==> config.mk <==
export PLATFORM = sky130hd
export DESIGN_NAME = scan_sector_heading_adjuster_top
export DESIGN_NICKNAME = d
export VERILOG_FILES = /design/src/ssha_pkg.sv /design/src/scan_sector_heading_adjuster_top.sv /design/src/ssha_csr.sv /design/src/ssha_front.sv /design/src/ssha_core.sv
export SDC_FILE = /design/constraint.sdc
export NUM_CORES = 2
export LEC_CHECK = 0
export BUFFER_PORTS_ARGS = -buffer_cell sky130_fd_sc_hd__buf_4
export CORE_ASPECT_RATIO = 0.6
export CORE_MARGIN = 1.5
export CORE_UTILIZATION = 48
export CTS_BUF_LIST = sky130_fd_sc_hd__clkbuf_8 sky130_fd_sc_hd__clkbuf_16
export DETAILED_ROUTE_END_ITERATION = 10
export PLACE_DENSITY_LB_ADDON = 0.25
export SYNTH_ARGS = -nofsm -noshare
export SYNTH_HDL_FRONTEND = slang
export SYNTH_SLANG_ARGS = --single-unit
==> constraint.sdc <==
create_clock -name clock -period 19.9 [get_ports clock]
set_input_delay 1.99 -clock clock [delete_from_list [all_inputs] [get_ports clock]]
set_output_delay 1.99 -clock clock [all_outputs]
set_load 0.005 [all_outputs]
==> src/ssha_pkg.sv <==
// Package of the scan sector heading adjuster: field widths, register codes,
// reset values and the structs passed between the stages. No dependencies.
package ssha_pkg;

   localparam int MAX_SAMPLES_DEF = 1024;

   localparam int REQ_DATA_W = 72;
   localparam int RSP_DATA_W = 40;
   localparam int CSR_IDX_W  = 3;
   localparam int CSR_DATA_W = 18;

   localparam logic [16:0] KEY_MAX     = 17'h10000;
   localparam logic [31:0] ONE_DEG_Q16 = 32'd1143;
   // Reciprocal of ten for a shift of 26, exact for every nine-fold dodge angle.
   localparam logic [22:0] RECIP_TEN   = 23'd6710887;

   localparam logic [15:0] RANGE_FLOOR_RST = 16'd0;
   localparam logic [15:0] NEAR_THR_RST    = 16'd102;
   localparam logic [17:0] DODGE_RST       = 18'd19661;
   localparam logic [17:0] UNDO_RST        = 18'd17694;
   localparam logic [15:0] GYRO_PERIOD_RST = 16'd6554;
   localparam logic [9:0]  RIGHT_FIRST_RST = 10'd128;
   localparam logic [10:0] RIGHT_STOP_RST  = 11'd483;
   localparam logic [9:0]  LEFT_FIRST_RST  = 10'd540;
   localparam logic [10:0] LEFT_STOP_RST   = 11'd896;

   typedef enum logic [1:0] {
      OP_RANGE = 2'd0,
      OP_GYRO  = 2'd1,
      OP_TURN  = 2'd2,
      OP_STOP  = 2'd3
   } opcode_type;

   typedef enum logic [CSR_IDX_W-1:0] {
      CSR_RANGE_FLOOR = 3'd0,
      CSR_NEAR_THR    = 3'd1,
      CSR_DODGE       = 3'd2,
      CSR_GYRO_PERIOD = 3'd3,
      CSR_RIGHT_FIRST = 3'd4,
      CSR_RIGHT_STOP  = 3'd5,
      CSR_LEFT_FIRST  = 3'd6,
      CSR_LEFT_STOP   = 3'd7
   } csr_index_type;

   typedef struct packed {
      logic [15:0] range_floor;
      logic [15:0] near_threshold;
      logic [17:0] dodge_angle;
      logic [17:0] undo_angle;
      logic [15:0] gyro_period;
      logic [9:0]  right_first;
      logic [10:0] right_stop;
      logic [9:0]  left_first;
      logic [10:0] left_stop;
   } cfg_type;

   // One accepted beat after the front stage has done its precomputation.
   typedef struct packed {
      opcode_type   opcode;
      logic [15:0]  raw;
      logic [16:0]  key;
      logic         scan_end;
      logic [20:0]  delta;
      logic [31:0]  turn_amount;
      logic         stop_request;
      logic         in_right;
      logic         first_right;
      logic         in_left;
      logic         first_left;
   } item_type;

endpackage

==> src/scan_sector_heading_adjuster_top.sv <==
// Top level of the scan sector heading adjuster: configuration registers, the
// input stage and the state stage. Depends on ssha_pkg and the ssha_* modules.
//
// The block takes one beat per clock cycle while the result side is not stalled:
// range samples, gyro samples, turn commands and stop commands may follow each
// other in every cycle, and each accepted beat gives exactly one result beat.
// The input stage registers the beat together with its range key, its rounded
// gyro delta (one of the two multipliers of the design) and whether its sample
// index falls in the right or left sector; the state stage then updates the
// sector minima, the dodge and turn state and the heading, and loads the result
// register. A stalled result register stops the state stage, and the input
// register still takes one more beat behind it, so back-pressure reaches
// req_tready only once the input register is full. Configuration writes take
// effect at the next edge and should be made only while no beat is in flight.
module scan_sector_heading_adjuster_top
   import ssha_pkg::*;
#(
   parameter int MAX_SAMPLES = MAX_SAMPLES_DEF
) (
   input  logic                  clock,
   input  logic                  reset,
   input  logic                  req_tvalid,
   output logic                  req_tready,
   // Fields from bit 0: range_sample[15:0], yaw_rate[31:16], turn_amount[63:32],
   // stop_request[64], zero fill up to bit 71.
   input  logic [REQ_DATA_W-1:0] req_tdata,
   // Fields from bit 0: opcode[1:0].
   input  logic [1:0]            req_tuser,
   // scan_end: last range sample of a scan.
   input  logic                  req_tlast,
   output logic                  rsp_tvalid,
   input  logic                  rsp_tready,
   // Fields from bit 0: heading_goal[31:0], turning[32], turn_complete[33],
   // dodging_right_side[34], dodging_left_side[35], halted[36], zero fill to 39.
   output logic [RSP_DATA_W-1:0] rsp_tdata,
   input  logic                  csr_we,
   input  logic [CSR_IDX_W-1:0]  csr_index,
   input  logic [CSR_DATA_W-1:0] csr_wdata
);

   cfg_type  cfg;
   item_type item;
   logic     item_valid;
   logic     core_ready;

   // Register file; the undo angle is derived when the dodge angle is written.
   ssha_csr u_csr (
      .clock     (clock),
      .reset     (reset),
      .csr_we    (csr_we),
      .csr_index (csr_index),
      .csr_wdata (csr_wdata),
      .cfg       (cfg)
   );

   // Input register with the sample counter of the running scan.
   ssha_front #(
      .MAX_SAMPLES (MAX_SAMPLES)
   ) u_front (
      .clock      (clock),
      .reset      (reset),
      .cfg        (cfg),
      .req_tvalid (req_tvalid),
      .req_tready (req_tready),
      .req_tdata  (req_tdata),
      .req_tuser  (req_tuser),
      .req_tlast  (req_tlast),
      .core_ready (core_ready),
      .item_valid (item_valid),
      .item       (item)
   );

   // State update and result register.
   ssha_core u_core (
      .clock      (clock),
      .reset      (reset),
      .cfg        (cfg),
      .item_valid (item_valid),
      .item       (item),
      .core_ready (core_ready),
      .rsp_tvalid (rsp_tvalid),
      .rsp_tready (rsp_tready),
      .rsp_tdata  (rsp_tdata)
   );

endmodule

==> src/ssha_csr.sv <==
// Configuration registers of the scan sector heading adjuster, including the
// precomputed nine-tenths undo angle. Depends on ssha_pkg.
module ssha_csr
   import ssha_pkg::*;
(
   input  logic                  clock,
   input  logic                  reset,
   input  logic                  csr_we,
   input  logic [CSR_IDX_W-1:0]  csr_index,
   input  logic [CSR_DATA_W-1:0] csr_wdata,
   output cfg_type               cfg
);

   cfg_type     cfg_ff, cfg_in;
   logic [21:0] nine_x;
   logic [44:0] undo_prod;

   assign nine_x    = {1'b0, csr_wdata, 3'b000} + {4'b0000, csr_wdata};
   assign undo_prod = 45'(nine_x) * 45'(RECIP_TEN);

   always_comb begin
      cfg_in = cfg_ff;
      if (csr_we) begin
         unique case (csr_index_type'(csr_index))
            CSR_RANGE_FLOOR: cfg_in.range_floor    = csr_wdata[15:0];
            CSR_NEAR_THR:    cfg_in.near_threshold = csr_wdata[15:0];
            CSR_DODGE: begin
               cfg_in.dodge_angle = csr_wdata;
               cfg_in.undo_angle  = undo_prod[43:26];
            end
            CSR_GYRO_PERIOD: cfg_in.gyro_period    = csr_wdata[15:0];
            CSR_RIGHT_FIRST: cfg_in.right_first    = csr_wdata[9:0];
            CSR_RIGHT_STOP:  cfg_in.right_stop     = csr_wdata[10:0];
            CSR_LEFT_FIRST:  cfg_in.left_first     = csr_wdata[9:0];
            CSR_LEFT_STOP:   cfg_in.left_stop      = csr_wdata[10:0];
         endcase
      end
   end

   always_ff @(posedge clock) begin
      if (reset) begin
         cfg_ff.range_floor    <= RANGE_FLOOR_RST;
         cfg_ff.near_threshold <= NEAR_THR_RST;
         cfg_ff.dodge_angle    <= DODGE_RST;
         cfg_ff.undo_angle     <= UNDO_RST;
         cfg_ff.gyro_period    <= GYRO_PERIOD_RST;
         cfg_ff.right_first    <= RIGHT_FIRST_RST;
         cfg_ff.right_stop     <= RIGHT_STOP_RST;
         cfg_ff.left_first     <= LEFT_FIRST_RST;
         cfg_ff.left_stop      <= LEFT_STOP_RST;
      end else begin
         cfg_ff <= cfg_in;
      end
   end

   assign cfg = cfg_ff;

endmodule

==> src/ssha_front.sv <==
// Input stage of the scan sector heading adjuster: registers each beat with its
// range key, gyro delta and sector membership. Depends on ssha_pkg.
module ssha_front
   import ssha_pkg::*;
#(
   parameter int MAX_SAMPLES = MAX_SAMPLES_DEF
) (
   input  logic                  clock,
   input  logic                  reset,
   input  cfg_type               cfg,
   input  logic                  req_tvalid,
   output logic                  req_tready,
   input  logic [REQ_DATA_W-1:0] req_tdata,
   input  logic [1:0]            req_tuser,
   input  logic                  req_tlast,
   input  logic                  core_ready,
   output logic                  item_valid,
   output item_type              item
);

   localparam int CW   = $clog2(MAX_SAMPLES + 1);
   localparam int CMPW = (CW > 11) ? CW : 11;

   logic            valid_ff, valid_in;
   item_type        item_ff, item_in;
   logic [CW-1:0]   count_ff, count_in;
   logic            accept, live;
   logic [CMPW-1:0] idx, r_first, r_stop, l_first, l_stop;
   logic [15:0]     raw;
   logic signed [15:0] yaw;
   logic signed [32:0] prod;
   logic signed [32:0] rounded;

   assign req_tready = !valid_ff || core_ready;
   assign accept     = req_tvalid && req_tready;

   assign raw  = req_tdata[15:0];
   assign yaw  = $signed(req_tdata[31:16]);
   assign prod = 33'(yaw) * 33'($signed({1'b0, cfg.gyro_period}));
   assign rounded = prod + 33'sd2048;

   assign live    = count_ff < CW'(MAX_SAMPLES);
   assign idx     = CMPW'(count_ff);
   assign r_first = CMPW'(cfg.right_first);
   assign r_stop  = CMPW'(cfg.right_stop);
   assign l_first = CMPW'(cfg.left_first);
   assign l_stop  = CMPW'(cfg.left_stop);

   always_comb begin
      item_in.opcode       = opcode_type'(req_tuser);
      item_in.raw          = raw;
      item_in.key          = (raw <= cfg.range_floor) ? KEY_MAX : {1'b0, raw};
      item_in.scan_end     = req_tlast;
      item_in.delta        = rounded[32:12];
      item_in.turn_amount  = req_tdata[63:32];
      item_in.stop_request = req_tdata[64];
      item_in.in_right     = live && (idx >= r_first) && (idx < r_stop);
      item_in.first_right  = idx == r_first;
      item_in.in_left      = live && (idx >= l_first) && (idx < l_stop);
      item_in.first_left   = idx == l_first;
   end

   always_comb begin
      count_in = count_ff;
      if (accept && (opcode_type'(req_tuser) == OP_RANGE)) begin
         if (req_tlast) begin
            count_in = '0;
         end else if (live) begin
            count_in = count_ff + CW'(1);
         end
      end
      valid_in = accept ? 1'b1 : (core_ready ? 1'b0 : valid_ff);
   end

   always_ff @(posedge clock) begin
      if (reset) begin
         valid_ff <= 1'b0;
         count_ff <= '0;
      end else begin
         valid_ff <= valid_in;
         count_ff <= count_in;
      end
   end

   always_ff @(posedge clock) begin
      if (accept) begin
         item_ff <= item_in;
      end
   end

   assign item_valid = valid_ff;
   assign item       = item_ff;

endmodule

==> src/ssha_core.sv <==
// State stage of the scan sector heading adjuster: sector minima, dodge and
// turn state, heading, and the result register. Depends on ssha_pkg.
module ssha_core
   import ssha_pkg::*;
(
   input  logic                  clock,
   input  logic                  reset,
   input  cfg_type               cfg,
   input  logic                  item_valid,
   input  item_type              item,
   output logic                  core_ready,
   output logic                  rsp_tvalid,
   input  logic                  rsp_tready,
   output logic [RSP_DATA_W-1:0] rsp_tdata
);

   logic        rsp_valid_ff, rsp_valid_in;
   logic [RSP_DATA_W-1:0] rsp_data_ff, rsp_data_in;
   logic [31:0] heading_ff, heading_in;
   logic [31:0] left_over_ff, left_over_in;
   logic        turn_ff, turn_in, halt_ff, halt_in;
   logic        rdodge_ff, rdodge_in, ldodge_ff, ldodge_in;
   logic [16:0] rkey_ff, rkey_in, lkey_ff, lkey_in;
   logic [15:0] rraw_ff, rraw_in, lraw_ff, lraw_in;
   logic        rseen_ff, rseen_in, lseen_ff, lseen_in;
   logic        complete, fire;
   logic        take_r, take_l, hit_r, hit_l;
   logic [16:0] dist_r, dist_l, thr;
   logic signed [32:0] gyro_sum, turn_sum;
   logic signed [31:0] gyro_left, turn_sat;

   assign core_ready = !rsp_valid_ff || rsp_tready;
   assign fire       = item_valid && core_ready;

   function automatic logic signed [31:0] sat32(input logic signed [32:0] v);
      if (v[32] != v[31]) begin
         sat32 = v[32] ? 32'sh8000_0000 : 32'sh7FFF_FFFF;
      end else begin
         sat32 = v[31:0];
      end
   endfunction

   assign gyro_sum  = $signed({left_over_ff[31], left_over_ff})
                    - 33'(signed'(item.delta));
   assign gyro_left = sat32(gyro_sum);
   assign turn_sum  = $signed({left_over_ff[31], left_over_ff})
                    + $signed({item.turn_amount[31], item.turn_amount});
   assign turn_sat  = sat32(turn_sum);

   // Minimum search including the current sample, then the end-of-scan decision.
   assign take_r = item.in_right && (item.first_right || (item.key < rkey_ff));
   assign take_l = item.in_left && (item.first_left || (item.key < lkey_ff));
   assign thr    = {1'b0, cfg.near_threshold};

   always_comb begin
      rkey_in  = take_r ? item.key : rkey_ff;
      rraw_in  = take_r ? item.raw : rraw_ff;
      rseen_in = rseen_ff || take_r;
      lkey_in  = take_l ? item.key : lkey_ff;
      lraw_in  = take_l ? item.raw : lraw_ff;
      lseen_in = lseen_ff || take_l;
      dist_r   = rseen_in ? {1'b0, rraw_in} : KEY_MAX;
      dist_l   = lseen_in ? {1'b0, lraw_in} : KEY_MAX;
      hit_r    = (dist_r <= thr) && (dist_r < dist_l);
      hit_l    = (dist_l <= thr) && (dist_l < dist_r);
   end

   always_comb begin
      heading_in   = heading_ff;
      left_over_in = left_over_ff;
      turn_in      = turn_ff;
      halt_in      = halt_ff;
      rdodge_in    = rdodge_ff;
      ldodge_in    = ldodge_ff;
      complete     = 1'b0;
      case (item.opcode)
         OP_RANGE: begin
            if (item.scan_end) begin
               if (hit_r) begin
                  if (!rdodge_ff) begin
                     rdodge_in  = 1'b1;
                     heading_in = heading_ff - {14'd0, cfg.dodge_angle};
                  end
               end else if (hit_l) begin
                  if (!ldodge_ff) begin
                     ldodge_in  = 1'b1;
                     heading_in = heading_ff + {14'd0, cfg.dodge_angle};
                  end
               end else if (rdodge_ff) begin
                  rdodge_in  = 1'b0;
                  heading_in = heading_ff + {14'd0, cfg.undo_angle};
               end else if (ldodge_ff) begin
                  ldodge_in  = 1'b0;
                  heading_in = heading_ff - {14'd0, cfg.undo_angle};
               end
            end
         end
         OP_GYRO: begin
            if (!halt_ff && turn_ff) begin
               if ((gyro_left <= $signed(ONE_DEG_Q16)) &&
                   (gyro_left >= -$signed(ONE_DEG_Q16))) begin
                  turn_in      = 1'b0;
                  complete     = 1'b1;
                  left_over_in = '0;
               end else begin
                  left_over_in = gyro_left;
               end
            end
         end
         OP_TURN: begin
            left_over_in = turn_sat;
            heading_in   = heading_ff - item.turn_amount;
            turn_in      = turn_sat != 32'sd0;
         end
         default: begin
            halt_in = item.stop_request;
         end
      endcase
      rsp_data_in = {3'b000, halt_in, ldodge_in, rdodge_in, complete, turn_in, heading_in};
      rsp_valid_in = fire ? 1'b1 : (rsp_tready ? 1'b0 : rsp_valid_ff);
   end

   always_ff @(posedge clock) begin
      if (reset) begin
         rsp_valid_ff <= 1'b0;
         heading_ff   <= '0;
         left_over_ff <= '0;
         turn_ff      <= 1'b0;
         halt_ff      <= 1'b1;
         rdodge_ff    <= 1'b0;
         ldodge_ff    <= 1'b0;
         rkey_ff      <= KEY_MAX;
         lkey_ff      <= KEY_MAX;
         rraw_ff      <= '0;
         lraw_ff      <= '0;
         rseen_ff     <= 1'b0;
         lseen_ff     <= 1'b0;
      end else begin
         rsp_valid_ff <= rsp_valid_in;
         if (fire) begin
            heading_ff   <= heading_in;
            left_over_ff <= left_over_in;
            turn_ff      <= turn_in;
            halt_ff      <= halt_in;
            rdodge_ff    <= rdodge_in;
            ldodge_ff    <= ldodge_in;
            if (item.opcode == OP_RANGE) begin
               if (item.scan_end) begin
                  rkey_ff  <= KEY_MAX;
                  lkey_ff  <= KEY_MAX;
                  rraw_ff  <= '0;
                  lraw_ff  <= '0;
                  rseen_ff <= 1'b0;
                  lseen_ff <= 1'b0;
               end else begin
                  rkey_ff  <= rkey_in;
                  lkey_ff  <= lkey_in;
                  rraw_ff  <= rraw_in;
                  lraw_ff  <= lraw_in;
                  rseen_ff <= rseen_in;
                  lseen_ff <= lseen_in;
               end
            end
         end
      end
   end

   always_ff @(posedge clock) begin
      if (fire) begin
         rsp_data_ff <= rsp_data_in;
      end
   end

   assign rsp_tvalid = rsp_valid_ff;
   assign rsp_tdata  = rsp_data_ff;

endmodule

; Word level (Yosys, flattened, before mapping)
; Index checks and enable logic that the tools add are counted.
[op_classes]
add_sub_neg = 10
multipliers = 2
n_div = 0
magnitude_cmp = 14
n_eq_ne = 14
shifts = 0
n_mux = 48
bitwise_logic = 0
reduce_logical = 47
[ops]
columns = operator, count
row1 = two-way mux 32 bit, 13
row2 = case mux 32 bit (2 select lines), 2
row3 = two-way mux 17 bit, 7
row4 = less-than comparator 17 bit, 4
row5 = adder 32 x 18 -> 32 bit, 2
row6 = two-way mux 16 bit, 4
row7 = subtractor 32 x 18 -> 32 bit, 2
row8 = "multiplier 22 x 23 -> 44 bit, second input constant", 1
row9 = less-or-equal comparator 17 x 16 -> 1 bit, 2
row10 = adder 32 x 32 -> 33 bit, 1
row11 = "adder 33 x 13 -> 33 bit, second input constant", 1
row12 = multiplier 16 x 17 -> 33 bit, 1
row13 = subtractor 32 x 21 -> 33 bit, 1
row14 = ">= comparator 32 x 12 -> 1 bit, second input constant", 1
row15 = "less-or-equal comparator 32 x 12 -> 1 bit, second input constant", 1
row16 = nonzero test 32 bit, 1
row17 = subtractor 32 bit, 1
row18 = adder 21 x 18 -> 22 bit, 1
row19 = == test 11 x 10 -> 1 bit, 2
row20 = >= comparator 11 x 10 -> 1 bit, 2
row21 = less-than comparator 11 bit, 2
row22 = two-way mux 11 bit, 2
row23 = AND reduction 2 bit, 11
row24 = two-way mux 1 bit, 19
row25 = 19 further kinds, 51
[totals]
reg_bits = 406
latch_bits = 0
ram_bits = 0
rom_bits = 0
input_bits = 101
word_cells = 173
memories = 0

; Logic depth before layout (Yosys ltp)
[depth]
word_depth = 11
mapped_depth = 38
ltp_nobuf = 38

; Modules after synthesis
; From an unflattened synthesis, not the netlist that was laid out.
[hier_totals]
cells_unflattened = 5739
area_unflattened_um2 = 47484.3
[by_module_without_submodules]
columns = mod, n_inst, cells_each, area_per_inst_um2, seq_area_each_um2
row1 = ssha_core, 1, 2990, 21677.0, 3853.7
row2 = ssha_front, 1, 1357, 13481.7, 3062.9
row3 = ssha_csr, 1, 1392, 12325.6, 2522.4

; Least setup slack after synthesis
; OpenSTA, ideal clock, no wires.
[synth_timing]
path_type = input to register
start = input csr_wdata[1]
end = register u_csr.cfg_ff (netlist bit u_csr.cfg[72])
setup_time_ps = 127
t_arrival_ps = 10996
required_time_ps = 19773
slack_ps = 8777
path_stages = 37
path_cell_list = clkbuf_1 > inv_1 > fa_1 > nor2b_1 > o21ai_0 > a21boi_0 > o21ai_0 > a21boi_0 > o21ai_0 > a21o_1 > a21oi_1 > o211a_1 > o21a_1 > o21ai_0 > xnor2_1 > fa_1 > fa_1 > inv_1 > fa_1 > fa_1 > fa_1 > fa_1 > inv_1 > fa_1 > ha_1 > nand4_1 > a21oi_1 > o21a_1 > a221o_1 > a31o_1 > a221o_1 > a2111oi_4 > o21ai_2 > a2111o_1 > a31oi_1 > xor2_1 > o21ai_1
[synth_via]
elab_chain_len = 2
[synth_rtl]
columns = element, line_no
row1 = "start, declared", scan_sector_heading_adjuster_top.sv:38  ; input logic [CSR_DATA_W-1:0] csr_wdata
row2 = adder 21 x 18 -> 22 bit, ssha_csr.sv:18  ; assign nine_x = {1'b0, csr_wdata, 3'b000} + {4'b0000, csr_wdata};
row3 = multiplier 22 x 23 -> 44 bit, ssha_csr.sv:19  ; assign undo_prod = 45'(nine_x) * 45'(RECIP_TEN);
row4 = "end signal, assigned", ssha_csr.sv:52  ; cfg_ff <= cfg_in;
row5 = "end, declared", ssha_csr.sv:14  ; cfg_type cfg_ff, cfg_in;
; Every way passes these cells.
; A chain may end at the register's enable or synchronous reset.

; Worst setup path after layout
[layout_timing]
start = input csr_wdata[3]
end = register u_csr.cfg_ff (netlist bit u_csr.cfg[72])
; Same word-level chain as after synthesis.

==> results by group <==
Cells and area
  • Leading cell types in the layout, fill and taps excluded: 773 x sky130_fd_sc_hd__inv_1, 617 x sky130_fd_sc_hd__ha_1, 611 x sky130_fd_sc_hd__nand2_1
  • Most common cell after layout, fill and taps aside: sky130_fd_sc_hd__inv_1
  • Fraction of layout instances using a drive strength above 1: around 5.7%
  • Area growth from synthesis to final layout: 7.34%
  • Multi-input gate area in the final layout: about 32000 um2
  • Area used by sequential logic in the layout: roughly 9400 um2
  • Post-Route Utilization: roughly half
  • Fillers: 8854
  • Net total in the final layout: around 6500

Setup path
  • Startpoint kind of the worst setup timing path: input port
  • Cell with the largest stage delay on the worst path: sky130_fd_sc_hd__fa_1
  • Worst EP required: about 20 ns
  • Worst path max stage delay: between 0.5 and 0.6 ns
  • Critical path endpoint category: register
  • Critical path startpoint: csr_wdata[3]
  • Slack of the worst reg-to-reg path: around 12 ns
  • Arrival @ worst endpoint: approximately 13 ns
  • Critical register-to-register path startpoint: u_csr.cfg[51]
  • Critical path's most frequent cell: sky130_fd_sc_hd__fa_1
  • Largest driver fanout on the critical path: 12
  • Path type of the worst setup path: input port to register
  • Critical register-to-register path endpoint: u_front.item[53]
  • Worst r2r path cells: 24

Placed design
  • Weighted congestion reported at the end of routability-driven placement: between 0.9 and 1
  • Count of input and output buffers: 132
  • HPWL reported at the end of detailed placement: around 110000 um

Logic synthesis
  • Fraction of the mapped netlist area in adder cells: around 32%
  • Synthesized-area fraction occupied by xor and xnor cells: around 3.3%
  • Post-synthesis compound-gate area fraction: a little under a fifth
  • Count of state elements after synthesis: 406
  • Average size of a mapped cell: 8.37 um2
  • Synth warn: 0
  • Number of distinct standard cells referenced by the synthesized netlist: 100
  • Number of enable-type register cells in the synthesized netlist: between 100 and 150
  • Post-Syn Instances: about 5400
  • Share of synthesized area occupied by flip-flops and latches: 20.8%
  • Main synth FF type: sky130_fd_sc_hd__dfxtp_1
  • Fraction of the mapped netlist area in simple logic gates: between 15 and 20%
  • Cell area after technology mapping: around 45000 um2
  • Share of synthesized registers carrying an async set or reset: 0%
  • Combinational family with the most area after synthesis: adder cells
  • Mux cell area share after synthesis: less than 1%

Detailed routing
  • DR vias/cell: between 5 and 6
  • Detailed Route Iter0 Violations: ~3600
  • Length of the first detailed-routing pass in iterations: 6
  • Average wire per standard cell: between 20 and 25 um
  • Number of nets with antenna violations after detailed routing: 0
  • Routed wire length: roughly 140000 um
  • Vias after detailed routing: between 30000 and 40000
  • Residual DRC count: 0

Timing
  • Slew HR: around 22%
  • Max-slew violation count: 0
  • Post-Route Setup TNS: 0 ns
  • Final Cycle Share: between 60 and 70%
  • Min Clock Period, post-route: approximately 12 ns
  • Setup repair after global routing missed its margin: false
  • Transition time of the tightest slew-check pin: approximately 1.2 ns
  • Maximum clock frequency: between 80 and 90 MHz
  • Count of final setup violators: 0
  • Final count of hold timing violations: 0
  • Clock skew after layout: ~0.025 ns
  • Worst hold-check slack: 0.454 ns

Power
  • IR drop worst, VDD: around 530 uV
  • Power after layout: between 9 and 10 mW
  • Switching power of the nets: 4.61 mW
  • Clock share of power: under 10%
  • Power Internal: 4.62 mW
  • Share of total power consumed by net switching: 50.0%
  • Share of total power in combinational logic: 80.4%
  • Portion of total power attributed to sequential cells: a little over a tenth
  • Total leakage power: between 20 and 25 nW
  • Cell Pwr Density: 189 nW/um2

Min path
  • Endpoint, Worst Hold: u_core.lkey_ff[14]
  • Hold Crit Class: register to register
  • Source of the worst hold timing path: u_core.lkey_ff[14]
  • Hold path cells: 2

Global routing
  • Via count of the first global-routing pass: approximately 36000
  • Wire length of the first global-routing pass: around 210000 um
  • Initial antenna violation count: 4
  • Maximum number of pins on one net before global-route repair: 73
  • Sum of overflow across all layers after global routing: 0
  • Gr usage total: between 20 and 30%

Clock network
  • Max Buffers Root-to-Sink: 3
  • Library cell used as clock root buffer: sky130_fd_sc_hd__clkbuf_16
  • Number of hold buffers added after cts: 0
  • Resized Gates After CTS: 0
  • Clock transition at the registers of the reported paths: around 0.06 ns
  • Clock latency reported for the late side of the worst-skew pair: around 0.61 ns
  • CTS tree: done
  • Post-CTS setup-driven buffer insertion count: 0
  • H-tree depth: 2
  • Sinks on the clock net: 406
  • Number of buffers created by CTS: 41

Floorplanning
  • # IOs: ~140
  • Core area: 93800 um2
  • Core Rows: between 80 and 90
  • Die Height: 241 um
  • Starting density of the core: 48.4%
  • X dimension of the die: around 400 um
  • Die area: 96500 um2

Job
  • Max-capacitance violation count: 0

Outcome
  • Outcome: completed
per-stage QoR:
stage	cell area [um2]	setup WS (ns)	instances
floorplan	45400	8.78	5431
global route	48800	7.32	6695
detailed placement	47400	7.42	6620
finish	48800	7.84	6696
CTS	48700	7.97	6694
global placement	47400	7.45	6620
power by group through the flow:
stage               registers [mW]  logic (mW)  clock network (mW)
floorplan                     1.01        5.52                   0
global placement              1.03        7.16                   0
detailed placement            1.03        7.27                   0
CTS                           1.02        7.39               0.809
global route                  1.02        8.42               0.843
finish                        1.02        7.42               0.795
cells by family (layout without fill, tap and decap cells):
logic type,after synthesis,count (layout)
multiplexers,26,26
buffers and inverters,1005,1023
other,1,4
flip-flops,406,406
adder cells (fa/ha/maj),962,962
AO/OA/AOI/OAI,1287,1287
XOR/XNOR,173,173
AND/OR/NAND/NOR,1569,1569
metal layers:
| layer | share of wire (%) | vias up | global-route usage (%) |
|---|---|---|---|
| li1 | - | 18500 | - |
| met1 | 49 | 18500 | 44.1 |
| met2 | 40 | 1525 | 39.5 |
| met3 | 9.6 | 132 | 5.66 |
| met4 | 1.5 | 2 | 4.55 |
| met5 | 0.011 | - | 0 |
synthesized netlist by cell type (11+ instances only):
cell type | instances | area (um2)
sky130_fd_sc_hd__nand2_1 | 611 | 2290
sky130_fd_sc_hd__a221oi_1 | 12 | 105
sky130_fd_sc_hd__o21ai_0 | 246 | 1230
sky130_fd_sc_hd__o311a_1 | 11 | 110
sky130_fd_sc_hd__a21o_1 | 108 | 811
sky130_fd_sc_hd__buf_1 | 12 | 45.0
sky130_fd_sc_hd__fa_1 | 344 | 6890
sky130_fd_sc_hd__nor2b_1 | 73 | 457
sky130_fd_sc_hd__nor4_1 | 20 | 125
sky130_fd_sc_hd__o31ai_1 | 18 | 135
sky130_fd_sc_hd__a21oi_1 | 382 | 1910
sky130_fd_sc_hd__a22oi_1 | 48 | 360
sky130_fd_sc_hd__and2_1 | 141 | 882
sky130_fd_sc_hd__and3_1 | 31 | 194
sky130_fd_sc_hd__o21bai_1 | 23 | 173
sky130_fd_sc_hd__o2111ai_1 | 11 | 96.3
sky130_fd_sc_hd__inv_1 | 768 | 2880
sky130_fd_sc_hd__clkbuf_1 | 200 | 751
sky130_fd_sc_hd__nor3_1 | 68 | 340
sky130_fd_sc_hd__xnor2_1 | 124 | 1090
sky130_fd_sc_hd__a221o_1 | 11 | 110
sky130_fd_sc_hd__edfxtp_1 | 131 | 3930
sky130_fd_sc_hd__mux2i_1 | 18 | 180
sky130_fd_sc_hd__dfxtp_1 | 275 | 5510
sky130_fd_sc_hd__o21a_1 | 64 | 480
sky130_fd_sc_hd__o211ai_1 | 59 | 443
sky130_fd_sc_hd__xor2_1 | 49 | 429
sky130_fd_sc_hd__a31oi_1 | 45 | 282
sky130_fd_sc_hd__o21ai_1 | 18 | 90.1
sky130_fd_sc_hd__nand3_1 | 94 | 470
sky130_fd_sc_hd__a211oi_1 | 54 | 405
sky130_fd_sc_hd__nand2b_1 | 57 | 357
sky130_fd_sc_hd__ha_1 | 618 | 7730
sky130_fd_sc_hd__nor2_1 | 324 | 1220
sky130_fd_sc_hd__a211o_1 | 18 | 158
sky130_fd_sc_hd__or3_1 | 40 | 250
sky130_fd_sc_hd__or2_2 | 17 | 106
sky130_fd_sc_hd__nand4_1 | 50 | 313
worst max-delay path by stage:
stage | end | slack [ns] | cells past startpoint
2_1_floorplan | u_csr.cfg[72] | 8.78 | 37
3_3_place_gp | u_csr.cfg[73] | 7.45 | 38
3_5_place_dp | u_csr.cfg[72] | 7.42 | 37
4_1_cts | u_csr.cfg[72] | 7.97 | 38
5_1_grt | u_csr.cfg[72] | 7.32 | 37
6_report | u_csr.cfg[72] | 7.84 | 38
registers in the layout, indices dropped and copies added (netlist names):
register and cells:
u_core.rsp_tdata 37, u_core.rdodge_ff 1, u_core.lkey_ff 17, u_front.item_valid 1, u_core.heading_ff 32, u_core.halt_ff 1, u_front.item 94, u_core.ldodge_ff 1
u_core.lraw_ff 16, u_front.count_ff 11, u_core.rseen_ff 1, u_core.rsp_tvalid 1, u_core.rraw_ff 16, u_core.left_over_ff 32, u_core.lseen_ff 1, u_core.rkey_ff 17
u_csr.cfg 126, u_core.turn_ff 1
layout make-up:
type                    instances  area share, %
multi-input cells            4020           66.0
diodes                          1        0.00513
repair buffers                177           2.73
flip-flops and latches        406           19.4
clock buffers                  46           2.25
clock inverters                28          0.472
well taps                    1246           3.20
inverters                     772           5.95
worst max-delay path: cells and delay by family:
family,cells,cell delay [ns]
XOR/XNOR,2,0.56
adder cells (fa/ha/maj),10,4.55
AND/OR/NAND/NOR,2,0.22
AO/OA/AOI/OAI,20,4.79
buffers and inverters,4,0.42
Power figures use the tool's default switching activity.
